## src/hw/rtl/pale_pkg.sv

```systemverilog
// Shared types and codes of the positional array list engine.
`default_nettype none

package pale_pkg;

    typedef logic [1:0] func_t;
    typedef logic [2:0] status_t;

    localparam func_t FUNC_INSERT   = 2'd0;
    localparam func_t FUNC_DELETE   = 2'd1;
    localparam func_t FUNC_SEARCH   = 2'd2;
    localparam func_t FUNC_TRAVERSE = 2'd3;

    localparam status_t ST_OK       = 3'd0;
    localparam status_t ST_BADPOS   = 3'd1;
    localparam status_t ST_FULL     = 3'd2;
    localparam status_t ST_NOTFOUND = 3'd3;
    localparam status_t ST_EMPTY    = 3'd4;

    localparam int POS_W = 5;
    localparam int VAL_W = 32;

endpackage

`default_nettype wire

```

## src/hw/rtl/pale_req_if.sv

```systemverilog
// Request channel: one operation per beat.
`default_nettype none

interface pale_req_if;
    import pale_pkg::*;

    logic                    valid;
    logic                    ready;
    func_t                   func;
    logic [POS_W-1:0]        position;
    logic signed [VAL_W-1:0] value;

    modport source (output valid, output func, output position, output value, input ready);
    modport sink   (input valid, input func, input position, input value, output ready);
endinterface

`default_nettype wire

```

## src/hw/rtl/pale_rsp_if.sv

```systemverilog
// Response channel: one result per beat.
`default_nettype none

interface pale_rsp_if;
    import pale_pkg::*;

    logic                    valid;
    logic                    ready;
    status_t                 status;
    logic [POS_W-1:0]        found_position;
    logic signed [VAL_W-1:0] entry_value;
    logic                    last;

    modport source (output valid, output status, output found_position,
                    output entry_value, output last, input ready);
    modport sink   (input valid, input status, input found_position,
                    input entry_value, input last, output ready);
endinterface

`default_nettype wire

```

## src/hw/rtl/pale_ram.sv

```systemverilog
// Generic single-write, single-read RAM with a registered read port.
`default_nettype none

module pale_ram #(
    parameter int WIDTH = 32,
    parameter int DEPTH = 16
) (
    input  wire logic                     clk,
    input  wire logic                     we,
    input  wire logic [$clog2(DEPTH)-1:0] waddr,
    input  wire logic [WIDTH-1:0]         wdata,
    input  wire logic                     re,
    input  wire logic [$clog2(DEPTH)-1:0] raddr,
    output logic      [WIDTH-1:0]         rdata
);

    logic [WIDTH-1:0] mem [DEPTH];

    always_ff @(posedge clk)
    begin
        if (we)
        begin
            mem[waddr] <= wdata;
        end
        if (re)
        begin
            rdata <= mem[raddr];
        end
    end

endmodule

`default_nettype wire

```

## src/hw/rtl/positional_array_list_engine.sv

```systemverilog
// Top level of the positional array list engine: sequencer around one entry RAM.
// Insert moves count+1-position entries, one per cycle, then writes the new value in S_INSV.
// Delete moves count-position entries, one per cycle; search reads one entry per cycle
// until a hit; traverse does a RAM read, once the output is free, then an output load.
// Rejected operations and those needing no move go straight to S_RESP; one item at a time.
// Reset clears the count and all control state; RAM contents stay undefined until written.
`default_nettype none

module positional_array_list_engine #(
    parameter int DEPTH = 16
) (
    input  wire logic   clk,
    input  wire logic   rst_n,
    pale_req_if.sink    req,
    pale_rsp_if.source  rsp
);
    import pale_pkg::*;

    localparam int ADDR_W = $clog2(DEPTH);
    localparam int CNT_W  = $clog2(DEPTH + 1);
    // Common width for comparing a request position against the count.
    localparam int CMP_W  = ((CNT_W > POS_W) ? CNT_W : POS_W) + 1;

    typedef enum logic [2:0] {
        S_IDLE,
        S_INS,
        S_INSV,
        S_DEL,
        S_SRCH,
        S_TRAV,
        S_RESP
    } state_t;

    state_t             state_reg, state_next;
    logic [CNT_W-1:0]   cnt_reg, cnt_next;
    logic [ADDR_W-1:0]  idx_reg, idx_next;
    logic [ADDR_W-1:0]  ins_addr_reg, ins_addr_next;
    logic [VAL_W-1:0]   val_reg, val_next;
    logic               rd_pend_reg, rd_pend_next;

    // Result that waits in S_RESP for the output register.
    status_t            res_status_reg, res_status_next;
    logic [POS_W-1:0]   res_pos_reg, res_pos_next;
    logic [VAL_W-1:0]   res_val_reg, res_val_next;

    // Output register, which parts the sequencer from the response channel.
    logic               out_valid_reg, out_valid_next;
    status_t            out_status_reg, out_status_next;
    logic [POS_W-1:0]   out_pos_reg, out_pos_next;
    logic [VAL_W-1:0]   out_val_reg, out_val_next;
    logic               out_last_reg, out_last_next;

    logic               ram_we;
    logic [ADDR_W-1:0]  ram_waddr;
    logic [VAL_W-1:0]   ram_wdata;
    logic               ram_re;
    logic [ADDR_W-1:0]  ram_raddr;
    logic [VAL_W-1:0]   ram_rdata;

    logic               accept;
    logic               out_free;
    logic [CMP_W-1:0]   pos_ext;
    logic [CMP_W-1:0]   cnt_ext;
    logic [CMP_W-1:0]   pos_m1;
    logic [CNT_W-1:0]   cnt_m1;
    logic [ADDR_W-1:0]  last_addr;
    logic [POS_W-1:0]   idx_pos;

    pale_ram #(
        .WIDTH (VAL_W),
        .DEPTH (DEPTH)
    ) u_ram (
        .clk   (clk),
        .we    (ram_we),
        .waddr (ram_waddr),
        .wdata (ram_wdata),
        .re    (ram_re),
        .raddr (ram_raddr),
        .rdata (ram_rdata)
    );

    assign req.ready          = (state_reg == S_IDLE);
    assign accept             = req.valid && req.ready;
    assign out_free           = !out_valid_reg || rsp.ready;

    assign rsp.valid          = out_valid_reg;
    assign rsp.status         = out_status_reg;
    assign rsp.found_position = out_pos_reg;
    assign rsp.entry_value    = out_val_reg;
    assign rsp.last           = out_last_reg;

    assign pos_ext   = CMP_W'(req.position);
    assign cnt_ext   = CMP_W'(cnt_reg);
    assign pos_m1    = pos_ext - CMP_W'(1);
    assign cnt_m1    = cnt_reg - CNT_W'(1);
    assign last_addr = cnt_m1[ADDR_W-1:0];
    // One-based position of the entry at idx_reg, cut to the port width.
    assign idx_pos   = POS_W'({1'b0, idx_reg} + (ADDR_W + 1)'(1));

    always_comb
    begin
        state_next      = state_reg;
        cnt_next        = cnt_reg;
        idx_next        = idx_reg;
        ins_addr_next   = ins_addr_reg;
        val_next        = val_reg;
        rd_pend_next    = rd_pend_reg;
        res_status_next = res_status_reg;
        res_pos_next    = res_pos_reg;
        res_val_next    = res_val_reg;

        out_valid_next  = out_valid_reg && !rsp.ready;
        out_status_next = out_status_reg;
        out_pos_next    = out_pos_reg;
        out_val_next    = out_val_reg;
        out_last_next   = out_last_reg;

        ram_we    = 1'b0;
        ram_waddr = '0;
        ram_wdata = val_reg;
        ram_re    = 1'b0;
        ram_raddr = '0;

        case (state_reg)
            S_IDLE:
            begin
                if (accept)
                begin
                    res_status_next = ST_OK;
                    res_pos_next    = '0;
                    res_val_next    = '0;
                    val_next        = req.value;
                    state_next      = S_RESP;
                    case (req.func)
                        FUNC_INSERT:
                        begin
                            if (pos_ext == '0 || pos_ext > cnt_ext + CMP_W'(1))
                            begin
                                res_status_next = ST_BADPOS;
                            end
                            else if (cnt_ext == CMP_W'(DEPTH))
                            begin
                                res_status_next = ST_FULL;
                            end
                            else if (pos_ext == cnt_ext + CMP_W'(1))
                            begin
                                // Append at the tail: nothing to move.
                                ram_we    = 1'b1;
                                ram_waddr = ADDR_W'(pos_m1);
                                ram_wdata = req.value;
                                cnt_next  = cnt_reg + CNT_W'(1);
                            end
                            else
                            begin
                                ram_re        = 1'b1;
                                ram_raddr     = last_addr;
                                idx_next      = last_addr;
                                ins_addr_next = ADDR_W'(pos_m1);
                                state_next    = S_INS;
                            end
                        end
                        FUNC_DELETE:
                        begin
                            if (pos_ext == '0 || pos_ext > cnt_ext)
                            begin
                                res_status_next = ST_BADPOS;
                            end
                            else if (pos_ext == cnt_ext)
                            begin
                                // Dropping the tail entry moves nothing.
                                cnt_next = cnt_m1;
                            end
                            else
                            begin
                                ram_re     = 1'b1;
                                ram_raddr  = ADDR_W'(pos_ext);
                                idx_next   = ADDR_W'(pos_ext);
                                state_next = S_DEL;
                            end
                        end
                        FUNC_SEARCH:
                        begin
                            if (cnt_reg == '0)
                            begin
                                res_status_next = ST_NOTFOUND;
                            end
                            else
                            begin
                                ram_re     = 1'b1;
                                ram_raddr  = '0;
                                idx_next   = '0;
                                state_next = S_SRCH;
                            end
                        end
                        default:
                        begin
                            if (cnt_reg == '0)
                            begin
                                res_status_next = ST_EMPTY;
                            end
                            else
                            begin
                                idx_next     = '0;
                                rd_pend_next = 1'b0;
                                state_next   = S_TRAV;
                            end
                        end
                    endcase
                end
            end

            S_INS:
            begin
                // Entry at idx_reg is on the read port; move it up by one.
                ram_we    = 1'b1;
                ram_waddr = idx_reg + ADDR_W'(1);
                ram_wdata = ram_rdata;
                if (idx_reg == ins_addr_reg)
                begin
                    state_next = S_INSV;
                end
                else
                begin
                    ram_re    = 1'b1;
                    ram_raddr = idx_reg - ADDR_W'(1);
                    idx_next  = idx_reg - ADDR_W'(1);
                end
            end

            S_INSV:
            begin
                ram_we     = 1'b1;
                ram_waddr  = ins_addr_reg;
                ram_wdata  = val_reg;
                cnt_next   = cnt_reg + CNT_W'(1);
                state_next = S_RESP;
            end

            S_DEL:
            begin
                // Entry at idx_reg is on the read port; move it down by one.
                ram_we    = 1'b1;
                ram_waddr = idx_reg - ADDR_W'(1);
                ram_wdata = ram_rdata;
                if (idx_reg == last_addr)
                begin
                    cnt_next   = cnt_m1;
                    state_next = S_RESP;
                end
                else
                begin
                    ram_re    = 1'b1;
                    ram_raddr = idx_reg + ADDR_W'(1);
                    idx_next  = idx_reg + ADDR_W'(1);
                end
            end

            S_SRCH:
            begin
                if (ram_rdata == val_reg)
                begin
                    res_status_next = ST_OK;
                    res_pos_next    = idx_pos;
                    res_val_next    = ram_rdata;
                    state_next      = S_RESP;
                end
                else if (idx_reg == last_addr)
                begin
                    res_status_next = ST_NOTFOUND;
                    state_next      = S_RESP;
                end
                else
                begin
                    ram_re    = 1'b1;
                    ram_raddr = idx_reg + ADDR_W'(1);
                    idx_next  = idx_reg + ADDR_W'(1);
                end
            end

            S_TRAV:
            begin
                if (rd_pend_reg)
                begin
                    // The read was issued only with the output free, so it is free now.
                    out_valid_next  = 1'b1;
                    out_status_next = ST_OK;
                    out_pos_next    = idx_pos;
                    out_val_next    = ram_rdata;
                    out_last_next   = (idx_reg == last_addr);
                    rd_pend_next    = 1'b0;
                    if (idx_reg == last_addr)
                    begin
                        state_next = S_IDLE;
                    end
                    else
                    begin
                        idx_next = idx_reg + ADDR_W'(1);
                    end
                end
                else if (out_free)
                begin
                    ram_re       = 1'b1;
                    ram_raddr    = idx_reg;
                    rd_pend_next = 1'b1;
                end
            end

            S_RESP:
            begin
                if (out_free)
                begin
                    out_valid_next  = 1'b1;
                    out_status_next = res_status_reg;
                    out_pos_next    = res_pos_reg;
                    out_val_next    = res_val_reg;
                    out_last_next   = 1'b1;
                    state_next      = S_IDLE;
                end
            end

            default:
            begin
                state_next = S_IDLE;
            end
        endcase
    end

    always_ff @(posedge clk or negedge rst_n)
    begin
        if (!rst_n)
        begin
            state_reg      <= S_IDLE;
            cnt_reg        <= '0;
            idx_reg        <= '0;
            ins_addr_reg   <= '0;
            val_reg        <= '0;
            rd_pend_reg    <= 1'b0;
            res_status_reg <= ST_OK;
            res_pos_reg    <= '0;
            res_val_reg    <= '0;
            out_valid_reg  <= 1'b0;
            out_status_reg <= ST_OK;
            out_pos_reg    <= '0;
            out_val_reg    <= '0;
            out_last_reg   <= 1'b0;
        end
        else
        begin
            state_reg      <= state_next;
            cnt_reg        <= cnt_next;
            idx_reg        <= idx_next;
            ins_addr_reg   <= ins_addr_next;
            val_reg        <= val_next;
            rd_pend_reg    <= rd_pend_next;
            res_status_reg <= res_status_next;
            res_pos_reg    <= res_pos_next;
            res_val_reg    <= res_val_next;
            out_valid_reg  <= out_valid_next;
            out_status_reg <= out_status_next;
            out_pos_reg    <= out_pos_next;
            out_val_reg    <= out_val_next;
            out_last_reg   <= out_last_next;
        end
    end

    // The count never runs past the capacity of the RAM.
    a_cnt_bound: assert property (@(posedge clk) disable iff (!rst_n)
        cnt_reg <= CNT_W'(DEPTH))
        else $error("entry count exceeds DEPTH");

    // The count moves by at most one entry per operation.
    a_cnt_step: assert property (@(posedge clk) disable iff (!rst_n)
        (cnt_reg != $past(cnt_reg)) |->
            (cnt_reg == $past(cnt_reg) + CNT_W'(1) || cnt_reg == $past(cnt_reg) - CNT_W'(1)))
        else $error("entry count jumped");

    // A traverse read returns only into an empty output register.
    a_trav_room: assert property (@(posedge clk) disable iff (!rst_n)
        (state_reg == S_TRAV && rd_pend_reg) |-> !out_valid_reg)
        else $error("traverse data would overwrite a pending beat");

endmodule

`default_nettype wire
```

## src/flat_wrapper.sv

```systemverilog
// flat-port wrapper written by rule: the top's interface ports become plain ports
module positional_array_list_engine_flat import pale_pkg::*;
#(
    parameter int DEPTH = 16
)
  (clk, rst_n, req_valid, req_func, req_position, req_value, req_ready, rsp_valid, rsp_status, rsp_found_position, rsp_entry_value, rsp_last, rsp_ready);
  pale_req_if req_i ();
  pale_rsp_if rsp_i ();
  input  wire logic clk;
  input  wire logic rst_n;
  input wire logic [$bits(req_i.valid)-1:0] req_valid;
  input wire logic [$bits(req_i.func)-1:0] req_func;
  input wire logic [$bits(req_i.position)-1:0] req_position;
  input wire logic [$bits(req_i.value)-1:0] req_value;
  output wire logic [$bits(req_i.ready)-1:0] req_ready;
  output wire logic [$bits(rsp_i.valid)-1:0] rsp_valid;
  output wire logic [$bits(rsp_i.status)-1:0] rsp_status;
  output wire logic [$bits(rsp_i.found_position)-1:0] rsp_found_position;
  output wire logic [$bits(rsp_i.entry_value)-1:0] rsp_entry_value;
  output wire logic [$bits(rsp_i.last)-1:0] rsp_last;
  input wire logic [$bits(rsp_i.ready)-1:0] rsp_ready;
  assign req_i.valid = req_valid;
  assign req_i.func = req_func;
  assign req_i.position = req_position;
  assign req_i.value = req_value;
  assign req_ready = req_i.ready;
  assign rsp_valid = rsp_i.valid;
  assign rsp_status = rsp_i.status;
  assign rsp_found_position = rsp_i.found_position;
  assign rsp_entry_value = rsp_i.entry_value;
  assign rsp_last = rsp_i.last;
  assign rsp_i.ready = rsp_ready;
  positional_array_list_engine #(.DEPTH(DEPTH)) u_core (.clk(clk), .rst_n(rst_n), .req(req_i), .rsp(rsp_i));
endmodule
```

## config.mk

```make
export PLATFORM = sky130hd
export DESIGN_NAME = positional_array_list_engine_flat
export DESIGN_NICKNAME = d
export VERILOG_FILES = /design/src/hw/rtl/pale_pkg.sv /design/src/hw/rtl/pale_req_if.sv /design/src/hw/rtl/pale_rsp_if.sv /design/src/hw/rtl/pale_ram.sv /design/src/hw/rtl/positional_array_list_engine.sv /design/src/flat_wrapper.sv
export SDC_FILE = /design/constraint.sdc
export NUM_CORES = 1
export LEC_CHECK = 0
export BUFFER_PORTS_ARGS = -buffer_cell sky130_fd_sc_hd__clkbuf_2
export CORE_ASPECT_RATIO = 1.25
export CORE_MARGIN = 1
export CORE_UTILIZATION = 40
export CTS_CLUSTER_DIAMETER = 120
export DETAILED_ROUTE_END_ITERATION = 16
export MAX_ROUTING_LAYER = met4
export PLACE_DENSITY = 0.68
export SLEW_MARGIN = 0
export SYNTH_ARGS = -nofsm -noshare
export SYNTH_HDL_FRONTEND = slang
export SYNTH_SLANG_ARGS = --single-unit
```

## constraint.sdc

```tcl
create_clock -name clk -period 5.5 [get_ports clk]
set_input_delay 1.1 -clock clk [delete_from_list [all_inputs] [get_ports clk]]
set_output_delay 1.1 -clock clk [all_outputs]
set_load 0.03 [all_outputs]
```

==> results.json <==
{
  "vdd_drop_max_uv": 503,
  "post_route_cells_drive_above_1_share_pct": 15.5,
  "postLayoutCellArea_um2": 36100,
  "insertion_delay_ns": 0.66,
  "number_of_distinct_library_cell_variants_in_the_gate_level_netlist_after_synthesis": 72,
  "max_freq_mhz": 192,
  "finalSetupViolCount": 0,
  "largest_register": "u_core.u_ram.mem",
  "antenna_violations_before_repair": 0,
  "fill_cells": 6932,
  "avgRoutedWirePerCell_um": 26.3,
  "timing_worst_slew_pin_value_ns": 1.23,
  "drt-pass1-iter-count": 6,
  "first_pass_grt_wire_length_mm": 144,
  "synthesized_flop_and_latch_total": 675,
  "critPathCaptureType": "flip-flop",
  "crit_fanout": 25,
  "grt_setup_unrepaired": "no",
  "setup_slack_on_the_worst_flop_to_flop_path_ns": 0.29,
  "max_cap_violations": 0,
  "cts.clk_slew.worst_paths_ns": 0.07,
  "worst_setup_path_start_kind": "flip-flop",
  "num_rows": 115,
  "post-route-util_pct": 45.7,
  "multi_input_area_um2": 11400,
  "nNetsFinal": 2651,
  "worst_setup_path_endpoint": "u_core.u_ram.rdata[29]",
  "tritoncts": "built",
  "synthesized_area_um2": 32000,
  "critPathKind": "reg -> reg",
  "grt_max_degree": 153,
  "clkSinkCount": 675,
  "cts_buffers": 61,
  "setup_tns_ns": 0,
  "mappedNetlistNets": 2648,
  "setup.worst_path.start": "u_core.u_ram.rdata[24]",
  "worst_hold_slack_ns": 0.479,
  "critical_path_arrival_ns": 5.60,
  "share_of_async_settable_or_async_resettable_flops_after_synthesis_pct": 19.4,
  "vias": 23700,
  "drt_wl_total_mm": 97.2,
  "detailedPlacementHpwl_mm": 57.8,
  "htree_num_levels": 2,
  "cts_hold_buffers_added": 0,
  "syn_area_per_cell_um2": 12.4,
  "ctsRootBufferMaster": "clkbuf_16",
  "timing.final.hold_violations": 0,
  "p_leak_uw": 0.0128,
  "place.port_buffers": 85,
  "largest_register_ff_count": 512,
  "grt_remaining_overflow": 0,
  "status": "finished, final reports clean",
  "period_utilization_pct": 94.7,
  "finalCriticalPeriod_ns": 5.21,
  "area_after_detailed_placement_um2": 33800,
  "regArea_um2": 19600,
  "vias_per_cell": 6.41,
  "power_uw": 26600,
  "worstRegToRegCells": 11,
  "initial_core_utilization_pct": 40.5,
  "mostFrequentLayoutCell": "edfxtp_1",
  "synth_sequential_area_ratio_pct": 61.3,
  "diodes": 0,
  "design.portCount": 86,
  "global_route.usage.total_pct": 24.2,
  "routability_congestion_estimate_from_global_placement": 0.945,
  "fp.coreArea_um2": 79000,
  "fin_clk_skew_ns": 0.0231,
  "first_global_vias": 23000,
  "cp.required_ns": 5.89,
  "synthCells": 2589,
  "synth_top_flop_cell": "edfxtp_1",
  "max-clock-path-buffers": 3,
  "synth_to_layout_area_growth_pct": 12.8,
  "drt-initial-drc-count": 3416,
  "power.density_nw_per_um2": 737,
  "antenna_left": 0,
  "final-max-slew-violation-count": 0,
  "fp.dieH_um": 318,
  "total_die_area_um2": 81100,
  "critical_path.reg2reg.startpoint": "u_core.u_ram.rdata[24]",
  "slew-limit-headroom_pct": 17.7,
  "holdCritPathClass": "in -> async",
  "worstReg2RegEnd": "u_core.u_ram.rdata[29]",
  "fp.dieW_um": 255,
  "synth-edff-count": 544,
  "drt_drc_violations_left": 0,
  "most-common-layout-cells": "edfxtp_1, nand2_1, a21oi_1",
  "synth_warnings": 0
}
-- worst max-delay path, stage by stage (launching register included) --
cell	delay, ns
edfxtp_1	0.50
xnor2_1	0.55
nand4_1	0.28
nor4_2	0.81
a211oi_4	0.22
o21bai_1	0.28
nand2_1	0.44
o21ai_4	0.61
buf_4	0.37
a221o_1	0.16
o21ai_0	0.12
o41ai_2	0.56
-- worst min-delay path by stage --
| stage | slack [ns] | cells after the start | endpoint |
|---|---|---|---|
| 6_report | 0.48 | 1 | u_core.idx_reg[2] |
| 3_5_place_dp | 0.47 | 2 | u_core.res_val_reg[21] |
| 5_1_grt | 0.50 | 2 | u_core.res_val_reg[28] |
| 2_1_floorplan | 0.44 | 2 | u_core.res_pos_reg[2] |
| 4_1_cts | 0.48 | 2 | u_core.res_val_reg[25] |
| 3_3_place_gp | 0.46 | 2 | u_core.res_pos_reg[2] |
-- report_power, final --
part / switching (uW) / internal [uW]
registers: 706 / 7550
clock network: 1950 / 2910
logic: 8880 / 4590
total: 11500 / 15100
-- cells in the mapped netlist (12+ instances only) --
master / number / share of area (%)
a2111oi_0: 30 / 0.82
a21oi_1: 193 / 3.0
a221o_1: 98 / 3.1
a221oi_1: 69 / 1.9
a221oi_2: 29 / 1.4
a22o_1: 61 / 1.7
a22oi_1: 37 / 0.87
a31oi_1: 61 / 1.2
a32oi_1: 31 / 0.85
a41o_1: 30 / 0.94
buf_2: 38 / 0.59
clkbuf_1: 156 / 1.8
dfrtp_1: 131 / 10
edfxtp_1: 544 / 51
ha_1: 16 / 0.63
inv_1: 49 / 0.57
mux2_2: 70 / 2.5
mux2i_1: 66 / 2.1
nand2_1: 274 / 3.2
nand2b_1: 12 / 0.23
nand3_1: 80 / 1.3
nor2_1: 122 / 1.4
nor3_1: 13 / 0.20
o21ai_0: 101 / 1.6
o21ai_1: 30 / 0.47
o22a_1: 33 / 0.90
o31ai_1: 37 / 0.87
xnor2_1: 46 / 1.3
-- what timing repair did --
action	in CTS	in global routing
resized for setup	0	1
buffers inserted	0	0
endpoints found under the setup margin	0	1
-- metal layers --
| layer | track usage [%] | part of all wire (%) | up-vias |
|---|---|---|---|
| met5 | - | 0 | - |
| met4 | 10.6 | 4.5 | 0 |
| met3 | 3.55 | 8.1 | 254 |
| met2 | 38.8 | 48 | 1283 |
| met1 | 30.3 | 39 | 12000 |
| li1 | - | - | 10200 |
-- cell type report --
| type | instances | share of cell area [%] |
|---|---|---|
| flip-flops and latches | 675 | 54.4 |
| inverters | 50 | 0.520 |
| multi-input cells | 1644 | 31.6 |
| clock inverters | 37 | 1.57 |
| well taps | 1053 | 3.65 |
| clock buffers | 79 | 4.85 |
| repair buffers | 160 | 3.38 |
-- cells by family after synthesis --
kind of cell    share of synthesized area (%)
compound gates                           20.7
simple gates                             7.57
mux                                      4.53
xor+xnor                                 1.55
fa+ha+maj                               0.626
buf+inv                                  3.77
flops                                    61.3
-- stage by stage --
| step | setup slack (ns) | std cells |
|---|---|---|
| after floorplan | 0.795 | 2589 |
| after global placement | -0.120 | 3582 |
| after detailed placement | -0.171 | 3582 |
| after CTS | 0.111 | 3698 |
| after global routing | 0.138 | 3698 |
| final | 0.292 | 3698 |
No activity file was read; power rests on OpenSTA's default activity.
